### src/rtl/assert_macros.svh
// ----------------------------------------------------------------------------
// Assertion macros shared by the RTL of the sorted key table
// Concurrent checks on the rising clock edge, disabled while reset is low.
// ----------------------------------------------------------------------------
`ifndef ASSERT_MACROS_SVH
`define ASSERT_MACROS_SVH

// Antecedent implies consequent in the same cycle.
`define SKTL_ASSERT_IMPL(name, clk, rst_n, ante, cons) \
	name: assert property (@(posedge clk) disable iff (!(rst_n)) (ante) |-> (cons)) \
		else $error("sktl assertion failed");

// Antecedent implies consequent in the next cycle.
`define SKTL_ASSERT_NEXT(name, clk, rst_n, ante, cons) \
	name: assert property (@(posedge clk) disable iff (!(rst_n)) (ante) |=> (cons)) \
		else $error("sktl assertion failed");

`endif

### src/rtl/sktl_pkg.sv
// ----------------------------------------------------------------------------
// sktl_pkg
// Field widths, input modes and controller states of the sorted key table.
// ----------------------------------------------------------------------------
package sktl_pkg;

	localparam int MODE_W  = 2;
	localparam int KEY_W   = 16;
	localparam int GRADE_W = 4;
	localparam int MARK_W  = 4;
	localparam int POS_W   = 3;
	localparam int TAG_W   = 3;

	localparam logic [MARK_W-1:0] PASS_MARK_RST = 4'd4;

	typedef enum logic [MODE_W-1:0] {
		MODE_CLEAR = 2'd0,
		MODE_LOAD  = 2'd1,
		MODE_QUERY = 2'd2,
		MODE_NONE  = 2'd3
	} mode_t;

	typedef enum logic [2:0] {
		ST_IDLE,
		ST_SEEK,
		ST_PROBE,
		ST_SHIFT_RD,
		ST_SHIFT_WR,
		ST_INSERT,
		ST_RESULT
	} state_t;

endpackage

### src/rtl/sktl_ram.sv
// ----------------------------------------------------------------------------
// sktl_ram
// Table memory: one write port, one read port, registered read data.
// ----------------------------------------------------------------------------
module sktl_ram #(
	parameter int DEPTH = 8,
	parameter int WIDTH = 19
) (
	input  logic                     clk,
	input  logic                     wr_en,
	input  logic [$clog2(DEPTH)-1:0] wr_addr,
	input  logic [WIDTH-1:0]         wr_data,
	input  logic                     rd_en,
	input  logic [$clog2(DEPTH)-1:0] rd_addr,
	output logic [WIDTH-1:0]         rd_data
);

	logic [WIDTH-1:0] mem [DEPTH];

	always_ff @(posedge clk) begin
		if (wr_en) begin
			mem[wr_addr] <= wr_data;
		end
	end

	always_ff @(posedge clk) begin
		if (rd_en) begin
			rd_data <= mem[rd_addr];
		end
	end

endmodule

### src/rtl/sorted_key_table_lookup.sv
// ----------------------------------------------------------------------------
// sorted_key_table_lookup
// Keeps distinct keys in ascending order in one table memory, each with its
// load-order tag, and answers graded queries by binary search.
// ----------------------------------------------------------------------------
//
//  Channel | Signals                                  | Dir | Notes
//  --------+------------------------------------------+-----+------------------
//  in      | in_valid, in_ready, mode, key, grade     | in  | one beat per item
//  out     | out_valid, out_ready, found,             | out | one beat per
//          | sorted_position, entry_tag               |     | answered query
//  cfg     | cfg_wen, cfg_wdata                       | in  | pass mark, no wait
//
// One item at a time: a new item is taken only once the last one is done.
// A clear, a dropped load (table full), a query below the pass mark or an
// unused mode goes straight back to idle. With stored keys a query seeks,
// then probes the table memory, one probe per cycle, then gives its result;
// a load searches, then moves the larger entries up to open its slot (one
// read, one write each) and inserts; a duplicate key ends after the search.
// On an empty table a query skips the search, and so does a load.
// Reset clears the entry count, the pass mark (to 4) and the output beat;
// the table memory is not cleared and needs no pass.
// The result waits in an output register: a stalled out channel holds the
// next answered query in its result step, and the input with it.
// ----------------------------------------------------------------------------
`include "assert_macros.svh"

module sorted_key_table_lookup #(
	parameter int DEPTH    = 8,
	parameter int KEY_BITS = 16
) (
	input  logic                         clk,
	input  logic                         arst_n,
	input  logic                         cfg_wen,
	input  logic [sktl_pkg::MARK_W-1:0]  cfg_wdata,
	input  logic                         in_valid,
	output logic                         in_ready,
	input  logic [sktl_pkg::MODE_W-1:0]  mode,
	input  logic [sktl_pkg::KEY_W-1:0]   key,
	input  logic [sktl_pkg::GRADE_W-1:0] grade,
	output logic                         out_valid,
	input  logic                         out_ready,
	output logic                         found,
	output logic [sktl_pkg::POS_W-1:0]   sorted_position,
	output logic [sktl_pkg::TAG_W-1:0]   entry_tag
);

	import sktl_pkg::*;

	// Keys wider than the port carry only the port's bits.
	localparam int KW = (KEY_BITS < KEY_W) ? KEY_BITS : KEY_W;
	localparam int AW = $clog2(DEPTH);
	localparam int CW = $clog2(DEPTH + 1);
	localparam int EW = KW + TAG_W;
	localparam int XW = CW + TAG_W;
	localparam logic [CW-1:0] FULL = CW'(DEPTH);

	// Control and search state
	state_t              state_q, state_d;
	logic                is_load_q;
	logic [KW-1:0]       key_q;
	logic [CW-1:0]       count_q;
	logic [CW-1:0]       lo_q, hi_q;
	logic [AW-1:0]       mid_q;
	logic                hit_q;
	logic [TAG_W-1:0]    hit_tag_q;
	logic [CW-1:0]       j_q;
	logic [MARK_W-1:0]   mark_q;

	// Output beat register
	logic                out_valid_q;
	logic                found_q;
	logic [POS_W-1:0]    pos_q;
	logic [TAG_W-1:0]    tag_q;

	// Table memory ports
	logic                rd_en, wr_en;
	logic [AW-1:0]       rd_addr, wr_addr;
	logic [EW-1:0]       rd_data, wr_data;

	// Search datapath
	logic [KW-1:0]       rd_key;
	logic [TAG_W-1:0]    rd_tag;
	logic                probe_lt, probe_eq, hit_new;
	logic [CW-1:0]       mid_c, nlo, nhi;
	logic [CW:0]         seek_sum, probe_sum;
	logic [CW-1:0]       seek_mid, probe_mid;
	logic [CW-1:0]       j_dec;
	logic [XW-1:0]       count_ext, lo_ext;
	logic                accept, out_free;

	sktl_ram #(
		.DEPTH (DEPTH),
		.WIDTH (EW)
	) u_table (
		.clk     (clk),
		.wr_en   (wr_en),
		.wr_addr (wr_addr),
		.wr_data (wr_data),
		.rd_en   (rd_en),
		.rd_addr (rd_addr),
		.rd_data (rd_data)
	);

	assign accept   = in_valid && in_ready;
	assign out_free = !out_valid_q || out_ready;

	assign rd_key = rd_data[EW-1:TAG_W];
	assign rd_tag = rd_data[TAG_W-1:0];

	// One probe step of the lower-bound search: the word read at mid_q
	// narrows [lo, hi) and picks the next probe address in the same cycle.
	assign mid_c     = CW'(mid_q);
	assign probe_lt  = rd_key < key_q;
	assign probe_eq  = rd_key == key_q;
	assign nlo       = probe_lt ? mid_c + 1'b1 : lo_q;
	assign nhi       = probe_lt ? hi_q : mid_c;
	// hi only moves onto a probed entry, so that probe tells whether the
	// final position holds the key.
	assign hit_new   = probe_lt ? hit_q : probe_eq;
	assign seek_sum  = {1'b0, lo_q} + {1'b0, hi_q};
	assign seek_mid  = seek_sum[CW:1];
	assign probe_sum = {1'b0, nlo} + {1'b0, nhi};
	assign probe_mid = probe_sum[CW:1];
	assign j_dec     = j_q - 1'b1;
	assign count_ext = XW'(count_q);
	assign lo_ext    = XW'(lo_q);

	// Next state and memory control
	always_comb begin
		state_d  = state_q;
		in_ready = 1'b0;
		rd_en    = 1'b0;
		rd_addr  = seek_mid[AW-1:0];
		wr_en    = 1'b0;
		wr_addr  = lo_q[AW-1:0];
		wr_data  = {key_q, count_ext[TAG_W-1:0]};
		case (state_q)
			ST_IDLE: begin
				in_ready = 1'b1;
				if (in_valid) begin
					case (mode)
						MODE_LOAD: begin
							if (count_q == FULL) begin
								state_d = ST_IDLE;
							end else if (count_q == '0) begin
								state_d = ST_SHIFT_RD;
							end else begin
								state_d = ST_SEEK;
							end
						end
						MODE_QUERY: begin
							if (grade < mark_q) begin
								state_d = ST_IDLE;
							end else if (count_q == '0) begin
								state_d = ST_RESULT;
							end else begin
								state_d = ST_SEEK;
							end
						end
						default: state_d = ST_IDLE;
					endcase
				end
			end
			ST_SEEK: begin
				rd_en   = 1'b1;
				rd_addr = seek_mid[AW-1:0];
				state_d = ST_PROBE;
			end
			ST_PROBE: begin
				if (nlo < nhi) begin
					rd_en   = 1'b1;
					rd_addr = probe_mid[AW-1:0];
				end else if (!is_load_q) begin
					state_d = ST_RESULT;
				end else if (hit_new) begin
					// drop: key already present
					state_d = ST_IDLE;
				end else begin
					state_d = ST_SHIFT_RD;
				end
			end
			ST_SHIFT_RD: begin
				if (j_q > lo_q) begin
					rd_en   = 1'b1;
					rd_addr = j_dec[AW-1:0];
					state_d = ST_SHIFT_WR;
				end else begin
					state_d = ST_INSERT;
				end
			end
			ST_SHIFT_WR: begin
				wr_en   = 1'b1;
				wr_addr = j_q[AW-1:0];
				wr_data = rd_data;
				state_d = ST_SHIFT_RD;
			end
			ST_INSERT: begin
				wr_en   = 1'b1;
				wr_addr = lo_q[AW-1:0];
				wr_data = {key_q, count_ext[TAG_W-1:0]};
				state_d = ST_IDLE;
			end
			ST_RESULT: begin
				if (out_free) begin
					state_d = ST_IDLE;
				end
			end
			default: state_d = ST_IDLE;
		endcase
	end

	always_ff @(posedge clk or negedge arst_n) begin
		if (!arst_n) begin
			state_q <= ST_IDLE;
		end else begin
			state_q <= state_d;
		end
	end

	always_ff @(posedge clk or negedge arst_n) begin
		if (!arst_n) begin
			mark_q <= PASS_MARK_RST;
		end else if (cfg_wen) begin
			mark_q <= cfg_wdata;
		end
	end

	// Entry count: clear on a clear beat, advance on each insert.
	always_ff @(posedge clk or negedge arst_n) begin
		if (!arst_n) begin
			count_q <= '0;
		end else if (accept && (mode == MODE_CLEAR)) begin
			count_q <= '0;
		end else if (state_q == ST_INSERT) begin
			count_q <= count_q + 1'b1;
		end
	end

	// Search and shift registers
	always_ff @(posedge clk) begin
		if (accept) begin
			is_load_q <= (mode == MODE_LOAD);
			key_q     <= key[KW-1:0];
			lo_q      <= '0;
			hi_q      <= count_q;
			hit_q     <= 1'b0;
			j_q       <= count_q;
		end
		if (state_q == ST_SEEK) begin
			mid_q <= seek_mid[AW-1:0];
		end
		if (state_q == ST_PROBE) begin
			lo_q  <= nlo;
			hi_q  <= nhi;
			mid_q <= probe_mid[AW-1:0];
			if (!probe_lt) begin
				hit_q     <= probe_eq;
				hit_tag_q <= rd_tag;
			end
		end
		if (state_q == ST_SHIFT_WR) begin
			j_q <= j_dec;
		end
	end

	// Output beat: load when the slot is free, drop on a taken beat.
	always_ff @(posedge clk or negedge arst_n) begin
		if (!arst_n) begin
			out_valid_q <= 1'b0;
		end else if ((state_q == ST_RESULT) && out_free) begin
			out_valid_q <= 1'b1;
		end else if (out_ready) begin
			out_valid_q <= 1'b0;
		end
	end

	always_ff @(posedge clk) begin
		if ((state_q == ST_RESULT) && out_free) begin
			found_q <= hit_q;
			pos_q   <= hit_q ? lo_ext[POS_W-1:0] : '0;
			tag_q   <= hit_q ? hit_tag_q : '0;
		end
	end

	assign out_valid       = out_valid_q;
	assign found           = found_q;
	assign sorted_position = pos_q;
	assign entry_tag       = tag_q;

	`SKTL_ASSERT_IMPL(a_count_bound, clk, arst_n, 1'b1, count_q <= FULL)
	`SKTL_ASSERT_IMPL(a_probe_range, clk, arst_n, state_q == ST_PROBE, lo_q < hi_q)
	`SKTL_ASSERT_IMPL(a_shift_range, clk, arst_n, state_q == ST_SHIFT_WR, (j_q > lo_q) && (j_q <= count_q))
	`SKTL_ASSERT_NEXT(a_clear_empties, clk, arst_n, accept && (mode == MODE_CLEAR), count_q == '0)
	`SKTL_ASSERT_NEXT(a_insert_grows, clk, arst_n, state_q == ST_INSERT, count_q == $past(count_q) + 1'b1)

endmodule

### config.mk
export PLATFORM = sky130hd
export DESIGN_NAME = sorted_key_table_lookup
export DESIGN_NICKNAME = d
export VERILOG_FILES = /design/src/rtl/sktl_pkg.sv /design/src/rtl/sktl_ram.sv /design/src/rtl/sorted_key_table_lookup.sv
export VERILOG_INCLUDE_DIRS = /design/src /design/src/rtl
export SDC_FILE = /design/constraint.sdc
export NUM_CORES = 1
export LEC_CHECK = 0
export BUFFER_PORTS_ARGS = -buffer_cell sky130_fd_sc_hd__buf_4
export CAP_MARGIN = 20
export CELL_PAD_IN_SITES_DETAIL_PLACEMENT = 0
export CELL_PAD_IN_SITES_GLOBAL_PLACEMENT = 1
export CORE_MARGIN = 5
export CORE_UTILIZATION = 56
export CTS_BUF_LIST = sky130_fd_sc_hd__clkbuf_4 sky130_fd_sc_hd__clkbuf_8 sky130_fd_sc_hd__clkbuf_16
export DETAILED_ROUTE_END_ITERATION = 8
export GPL_ROUTABILITY_DRIVEN = 1
export PLACE_DENSITY = 0.81
export SLEW_MARGIN = 20
export SYNTH_ARGS = -nofsm -noshare
export SYNTH_HDL_FRONTEND = slang
export SYNTH_SLANG_ARGS = --single-unit
### constraint.sdc
create_clock -name clk -period 16.8 [get_ports clk]
set_clock_uncertainty 0.2 [all_clocks]
set_input_delay 3.36 -clock clk [delete_from_list [all_inputs] [get_ports clk]]
set_output_delay 3.36 -clock clk [all_outputs]
set_load 0.1 [all_outputs]
==> results.json, run 1 <==
{
  "ctsResizeCount": 0,
  "synth_enable_flop_cells": 213,
  "avgRoutedWirePerCell_um": 20.4,
  "postCtsHoldBufs": 0,
  "clock_latency_ns": 0.51,
  "fin_area_mm2": 0.0115,
  "synth-compound-area-share_pct": 5.69,
  "crit_chain": "ha_1 > nand4_1 > nor3_1 > a21boi_1 > or3_1 > mux2i_1 > inv_1 > ha_1 > a21oi_1 > nor2_1 > nor2_1 > a2111oi_0 > mux2i_4 > mux2i_4 > buf_4 > mux4_2 > mux2_2",
  "grt_pass1_wl_um": 31900,
  "gp_congestion": 0.903,
  "antenna_found_initial": 0,
  "row_count": 49,
  "cts_tree": "built",
  "ys_async_sr_fraction_pct": 5.31,
  "r2r_setup_slack_ns": 10.49,
  "via_per_inst": 5.72,
  "period_needed_ns": 6.31,
  "first_global_vias": 5742,
  "critPathMaxStageDelay_ns": 0.68,
  "postCtsSetupBuffers": 0,
  "synth_flop_cell": "edfxtp_1",
  "fillCellCount": 1285,
  "drv_slew": 0,
  "diodes": 0,
  "start_util_pct": 56.5,
  "clock-sinks": 226,
  "routed_wirelength_um": 19800,
  "critPathRequiredTime_ns": 16.86,
  "reg2reg_from": "u_table.rd_data[18]",
  "drt_iter0_drc": 395,
  "core_area_mm2": 0.0179,
  "hold_class": "flop to flop",
  "chipHeight_um": 144,
  "ant_nets": 0,
  "worstSetupStartpointType": "flop",
  "synthXorXnorAreaFrac_pct": 0.952,
  "reg2reg_to": "u_table.rd_data[8]",
  "setup_viol": 0,
  "synth_nets": 743,
  "synth_cells": 674,
  "track_usage_pct": 20.0,
  "status": "complete, no violations",
  "fmax_mhz": 159,
  "synthSimpleGateAreaFrac_pct": 6.43,
  "clk_pin_slew_ns": 0.06,
  "cts_root_buf": "clkbuf_16",
  "drive_gt1_share_pct": 19.7,
  "rsz0062_at_grt": "false",
  "min_from": "u_table.rd_data[0]",
  "critPathKind": "flop to flop",
  "die-area_mm2": 0.0209,
  "vias": 5551,
  "holdPathStages": 0,
  "nNetsFinal": 795,
  "hold_end": "hit_tag_q[0]",
  "cp_data_arrival_time_ns": 6.36,
  "synth_adder_area_share_pct": 4.85,
  "ios": 40,
  "avgSynthCellArea_um2": 15.0,
  "portBuffers": 39,
  "die_w_um": 144,
  "max_cap_viol_count": 0,
  "placed_cell_area_mm2": 0.0107,
  "drc": 0,
  "regArea_mm2": 0.00672,
  "multi_input_area_mm2": 0.00320,
  "synthDistinctLibCells": 57,
  "tightest_slew_ns": 0.899,
  "slew_headroom_pct": 39.4,
  "endpoint_kind": "flop",
  "crit_slowest_cell": "a2111oi_0",
  "synth_top_family_by_area": "multiplexers",
  "min_period_over_period_pct": 37.5,
  "clk_path_buf_depth": 3,
  "cp_max_fo": 34,
  "synth.area.mux_share_pct": 13.0,
  "drt-pass1-iter-count": 4,
  "yosysSeqAreaShare_pct": 66.4,
  "cts_max_level": 1,
  "cts_made_buffers": 23,
  "reg2reg_depth": 17,
  "ys_ff_latch": 226,
  "fin_tns_setup_ns": 0,
  "synth_warnings": 0,
  "areaGrowthSynthToFinish_pct": 13.3,
  "hold_violations": 0,
  "grt_max_degree": 38,
  "synth_area_mm2": 0.0101,
  "dpl.hpwl_um": 12700,
  "overflow": 0
}
worst max path at each step:
stage / startpoint / cells after the start / end
after floorplan: state_q[0] / 2 / in_ready
after global placement: u_table.rd_data[18] / 17 / u_table.rd_data[18]
after detailed placement: u_table.rd_data[18] / 17 / u_table.rd_data[8]
after CTS: u_table.rd_data[18] / 17 / u_table.rd_data[8]
after global routing: u_table.rd_data[16] / 17 / u_table.rd_data[8]
final: u_table.rd_data[18] / 17 / u_table.rd_data[8]
cell usage after synthesis, types with 11 or more instances:
master	count	share of area, %
edfxtp_1	213	63
nand2_1	57	2.1
o21ai_1	12	0.59
clkbuf_1	12	0.45
dfrtp_1	11	2.7
nor2_1	27	1.0
mux2i_1	62	6.1
inv_1	34	1.3
mux2_2	20	2.2
o21ai_0	27	1.3
ha_1	36	4.5
a21oi_1	20	0.99
mux4_2	19	4.2
layout make-up:
cell class / count / area share, %
multi-input combinational: 386 / 27.9
sequential: 226 / 58.6
tap: 229 / 2.50
clock buffer: 26 / 5.21
timing repair buffer: 53 / 3.47
clock inverter: 15 / 1.20
inverter: 36 / 1.18
logic make-up (layout without fill, tap and decap cells):
kind of cell | Yosys count | in the layout
AO/OA/AOI/OAI | 95 | 95
XOR/XNOR | 11 | 11
adder cells (fa/ha/maj) | 38 | 38
buffers and inverters | 62 | 130
flip-flops | 226 | 226
multiplexers | 103 | 103
AND/OR/NAND/NOR | 139 | 139
per-layer routing:
metal | share of wire (%) | vias up | global-route usage, %
met2 | 49 | 101 | 33.0
met1 | 45 | 2757 | 28.7
met3 | 3.5 | 33 | 2.68
met4 | 2.3 | 0 | 5.11
li1 | - | 2660 | -
met5 | 0 | - | 0
through the flow:
stage	std cells	setup WS (ns)	util (%)	hold WS, ns
3_5_place_dp	930	10.47	60.0	0.239
6_report	971	10.49	64.1	0.244
4_1_cts	971	10.45	64.1	0.248
3_3_place_gp	930	10.63	60.0	0.249
5_1_grt	971	10.08	64.1	0.256
2_1_floorplan	674	10.38	-	0.226
registers in the layout (all words and copies together), names as in the netlist, 3 cells and up:
signal           flops
u_table.rd_data     19
u_table.mem        152
state_q              3
mid_q                3
sorted_position      3
mark_q               4
count_q              4
j_q                  4
lo_q                 4
hi_q                 4
key_q               16
entry_tag            3
hit_tag_q            3
critical path, delay by kind of cell (launching register included):
family,cells,cell delay [ns]
flops,1,0.39
compound gates,3,1.05
fa+ha+maj,2,0.65
mux,5,1.67
simple gates,5,1.40
buf+inv,2,0.66
layout by cell type, fill, tap and decap left out, types with 6 or more instances in the layout:
cell type,netlist,final
o21ai_1,12,12
and2_1,9,9
o21ai_0,27,27
xor2_1,6,6
nand2b_1,8,8
ha_1,36,36
nor2_2,0,8
clkbuf_16,0,23
mux2_2,20,20
nor2b_1,7,6
inv_1,34,34
buf_4,4,53
a31oi_1,6,6
mux2i_1,62,61
mux4_2,19,19
a21oi_1,20,20
nand2_1,57,57
dfrtp_1,11,11
nor3_1,10,10
edfxtp_1,213,213
nor2_1,27,19
Power of run 1 is not shown: default switching activity piles up to over one toggle a cycle in this logic, so the estimate is an artifact.
==> run 2, diff against run 1 <==
--- a/config.mk
+++ b/config.mk
@@ -11,11 +11,11 @@
 export CELL_PAD_IN_SITES_DETAIL_PLACEMENT = 0
 export CELL_PAD_IN_SITES_GLOBAL_PLACEMENT = 1
 export CORE_MARGIN = 5
-export CORE_UTILIZATION = 56
+export CORE_UTILIZATION = 47
 export CTS_BUF_LIST = sky130_fd_sc_hd__clkbuf_4 sky130_fd_sc_hd__clkbuf_8 sky130_fd_sc_hd__clkbuf_16
 export DETAILED_ROUTE_END_ITERATION = 8
 export GPL_ROUTABILITY_DRIVEN = 1
-export PLACE_DENSITY = 0.81
+export PLACE_DENSITY = 0.72
 export SLEW_MARGIN = 20
 export SYNTH_ARGS = -nofsm -noshare
 export SYNTH_HDL_FRONTEND = slang
==> constraint.sdc (replaced) <==
create_clock -name clk -period 5.7 [get_ports clk]
set_clock_uncertainty 0.2 [all_clocks]
set_input_delay 1.14 -clock clk [delete_from_list [all_inputs] [get_ports clk]]
set_output_delay 1.14 -clock clk [all_outputs]
set_load 0.1 [all_outputs]
==> run 2 against run 1 <==
Utilization decreased by 8.7 points. Via count up 1.7%. Worst hold slack better by 0.026 ns. Global-route usage shrank 3.1 points. Count of clock-buffer cells in the layout grew 4. First-iteration DRC count down 3.8%. Routed wire length up 3.9%. Critical endpoint is now u_table.rd_data[12]. Highest routed layer unchanged.
==> results.json, run 2 (synthesis gave the netlist of run 1 again) <==
{
  "reg2reg_to": "u_table.rd_data[12]",
  "cp_max_fo": 28,
  "r2r_setup_slack_ns": 0.31,
  "reg2reg_from": "u_table.rd_data[16]",
  "reg2reg_depth": 18,
  "clock-sinks": 226,
  "rsz0062_at_grt": "false",
  "cp_data_arrival_time_ns": 5.44,
  "start_util_pct": 48.0,
  "drv_slew": 0,
  "track_usage_pct": 17.0,
  "fillCellCount": 1688,
  "grt_pass1_wl_um": 32200,
  "drive_gt1_share_pct": 20.5,
  "cts_made_buffers": 24,
  "first_global_vias": 5731,
  "final_cell_mix": "edfxtp_1, mux2i_1, nand2_1",
  "max_cap_viol_count": 0,
  "largestRegisters": "u_table.mem (152), u_table.rd_data (19), key_q (16)",
  "top_register": "u_table.mem",
  "drt_iter0_drc": 380,
  "fin_tns_setup_ns": 0,
  "via_per_inst": 5.53,
  "clk_path_buf_depth": 3,
  "period_needed_ns": 5.39,
  "worstSetupStartpointType": "flop",
  "drt-pass1-iter-count": 5,
  "diodes": 0,
  "hold_violations": 0,
  "routed_wirelength_um": 20600,
  "slew_headroom_pct": 36.1,
  "nNetsFinal": 799,
  "clock_latency_ns": 0.50,
  "die-area_mm2": 0.0246,
  "hold_class": "primary input to async pin",
  "cts_root_buf": "clkbuf_16",
  "drc": 0,
  "largest_reg_flops": 152,
  "clk_pin_slew_ns": 0.06,
  "vias": 5645,
  "dpl.hpwl_um": 13000,
  "chipHeight_um": 157,
  "ant_nets": 0,
  "setup_viol": 0,
  "final_common_cell": "edfxtp_1",
  "postCtsHoldBufs": 0,
  "ctsResizeCount": 0,
  "cts_tree": "built",
  "die_w_um": 157,
  "core_area_mm2": 0.0211,
  "row_count": 53,
  "postCtsSetupBuffers": 0,
  "areaGrowthSynthToFinish_pct": 15.3,
  "fmax_mhz": 186,
  "antenna_found_initial": 0,
  "portBuffers": 39,
  "endpoint_kind": "flop",
  "tightest_slew_ns": 0.958,
  "min_period_over_period_pct": 94.6,
  "ios": 40,
  "gp_congestion": 0.880,
  "status": "complete, no violations",
  "avgRoutedWirePerCell_um": 20.2,
  "critPathRequiredTime_ns": 5.75,
  "cts_max_level": 1,
  "grt_max_degree": 39,
  "overflow": 0,
  "critPathKind": "flop to flop"
}
[run 2: critical path: stages, from the launching register on]
cell	delay [ns]
edfxtp_1	0.39
ha_1	0.30
a211oi_1	0.21
nor2_1	0.07
or4_1	0.53
or3_1	0.51
mux2i_1	0.26
inv_1	0.09
ha_1	0.32
a21oi_1	0.05
nor2_1	0.11
nor2_1	0.06
a2111oi_0	0.40
buf_4	0.19
mux2i_4	0.07
mux2i_4	0.27
buf_12	0.27
mux4_2	0.53
mux2_2	0.28
[run 2: area by class of cell]
type	count	area, um^2	share of cell area [%]
clock inverters	12	136	1.17
flip-flops and latches	226	6720	57.6
multi-input cells	386	3220	27.6
clock buffers	30	663	5.68
repair buffers	56	458	3.92
well taps	275	344	2.95
inverters	36	135	1.16
[run 2: routing by layer]
metal  vias up  GRT usage (%)  part of all wire (%)  wire (um)
li1       2662              -                     -          -
met4         0           3.55                   1.8        366
met3        31           2.52                   4.2        863
met1      2811           23.8                    45       9250
met5         -              0                     0          0
met2       141           28.5                    49      10100
[run 2: worst max path at each step]
| stage | depth (start not counted) | slack [ns] | end | from |
|---|---|---|---|---|
| after floorplan | 21 | 0.15 | u_table.rd_data[17] | u_table.rd_data[16] |
| after global placement | 17 | 0.39 | u_table.rd_data[10] | u_table.rd_data[16] |
| after detailed placement | 17 | 0.30 | u_table.rd_data[12] | u_table.rd_data[16] |
| after CTS | 18 | 0.29 | u_table.rd_data[12] | u_table.rd_data[16] |
| after global routing | 19 | 0.003 | u_table.rd_data[14] | u_table.rd_data[17] |
| final | 18 | 0.31 | u_table.rd_data[12] | u_table.rd_data[16] |
[run 2: stage by stage]
stage | util, % | cells | hold WS [ns] | instance area (um^2) | worst slack [ns]
2_1_floorplan | - | 674 | 0.226 | 10100 | 0.147
3_3_place_gp | 51.5 | 979 | 0.253 | 10900 | 0.393
3_5_place_dp | 51.5 | 979 | 0.270 | 10900 | 0.304
4_1_cts | 55.3 | 1021 | 0.252 | 11700 | 0.294
5_1_grt | 55.3 | 1021 | 0.262 | 11700 | 0.00255
6_report | 55.3 | 1021 | 0.270 | 11700 | 0.309
Power of run 2 is left out for the same reason.
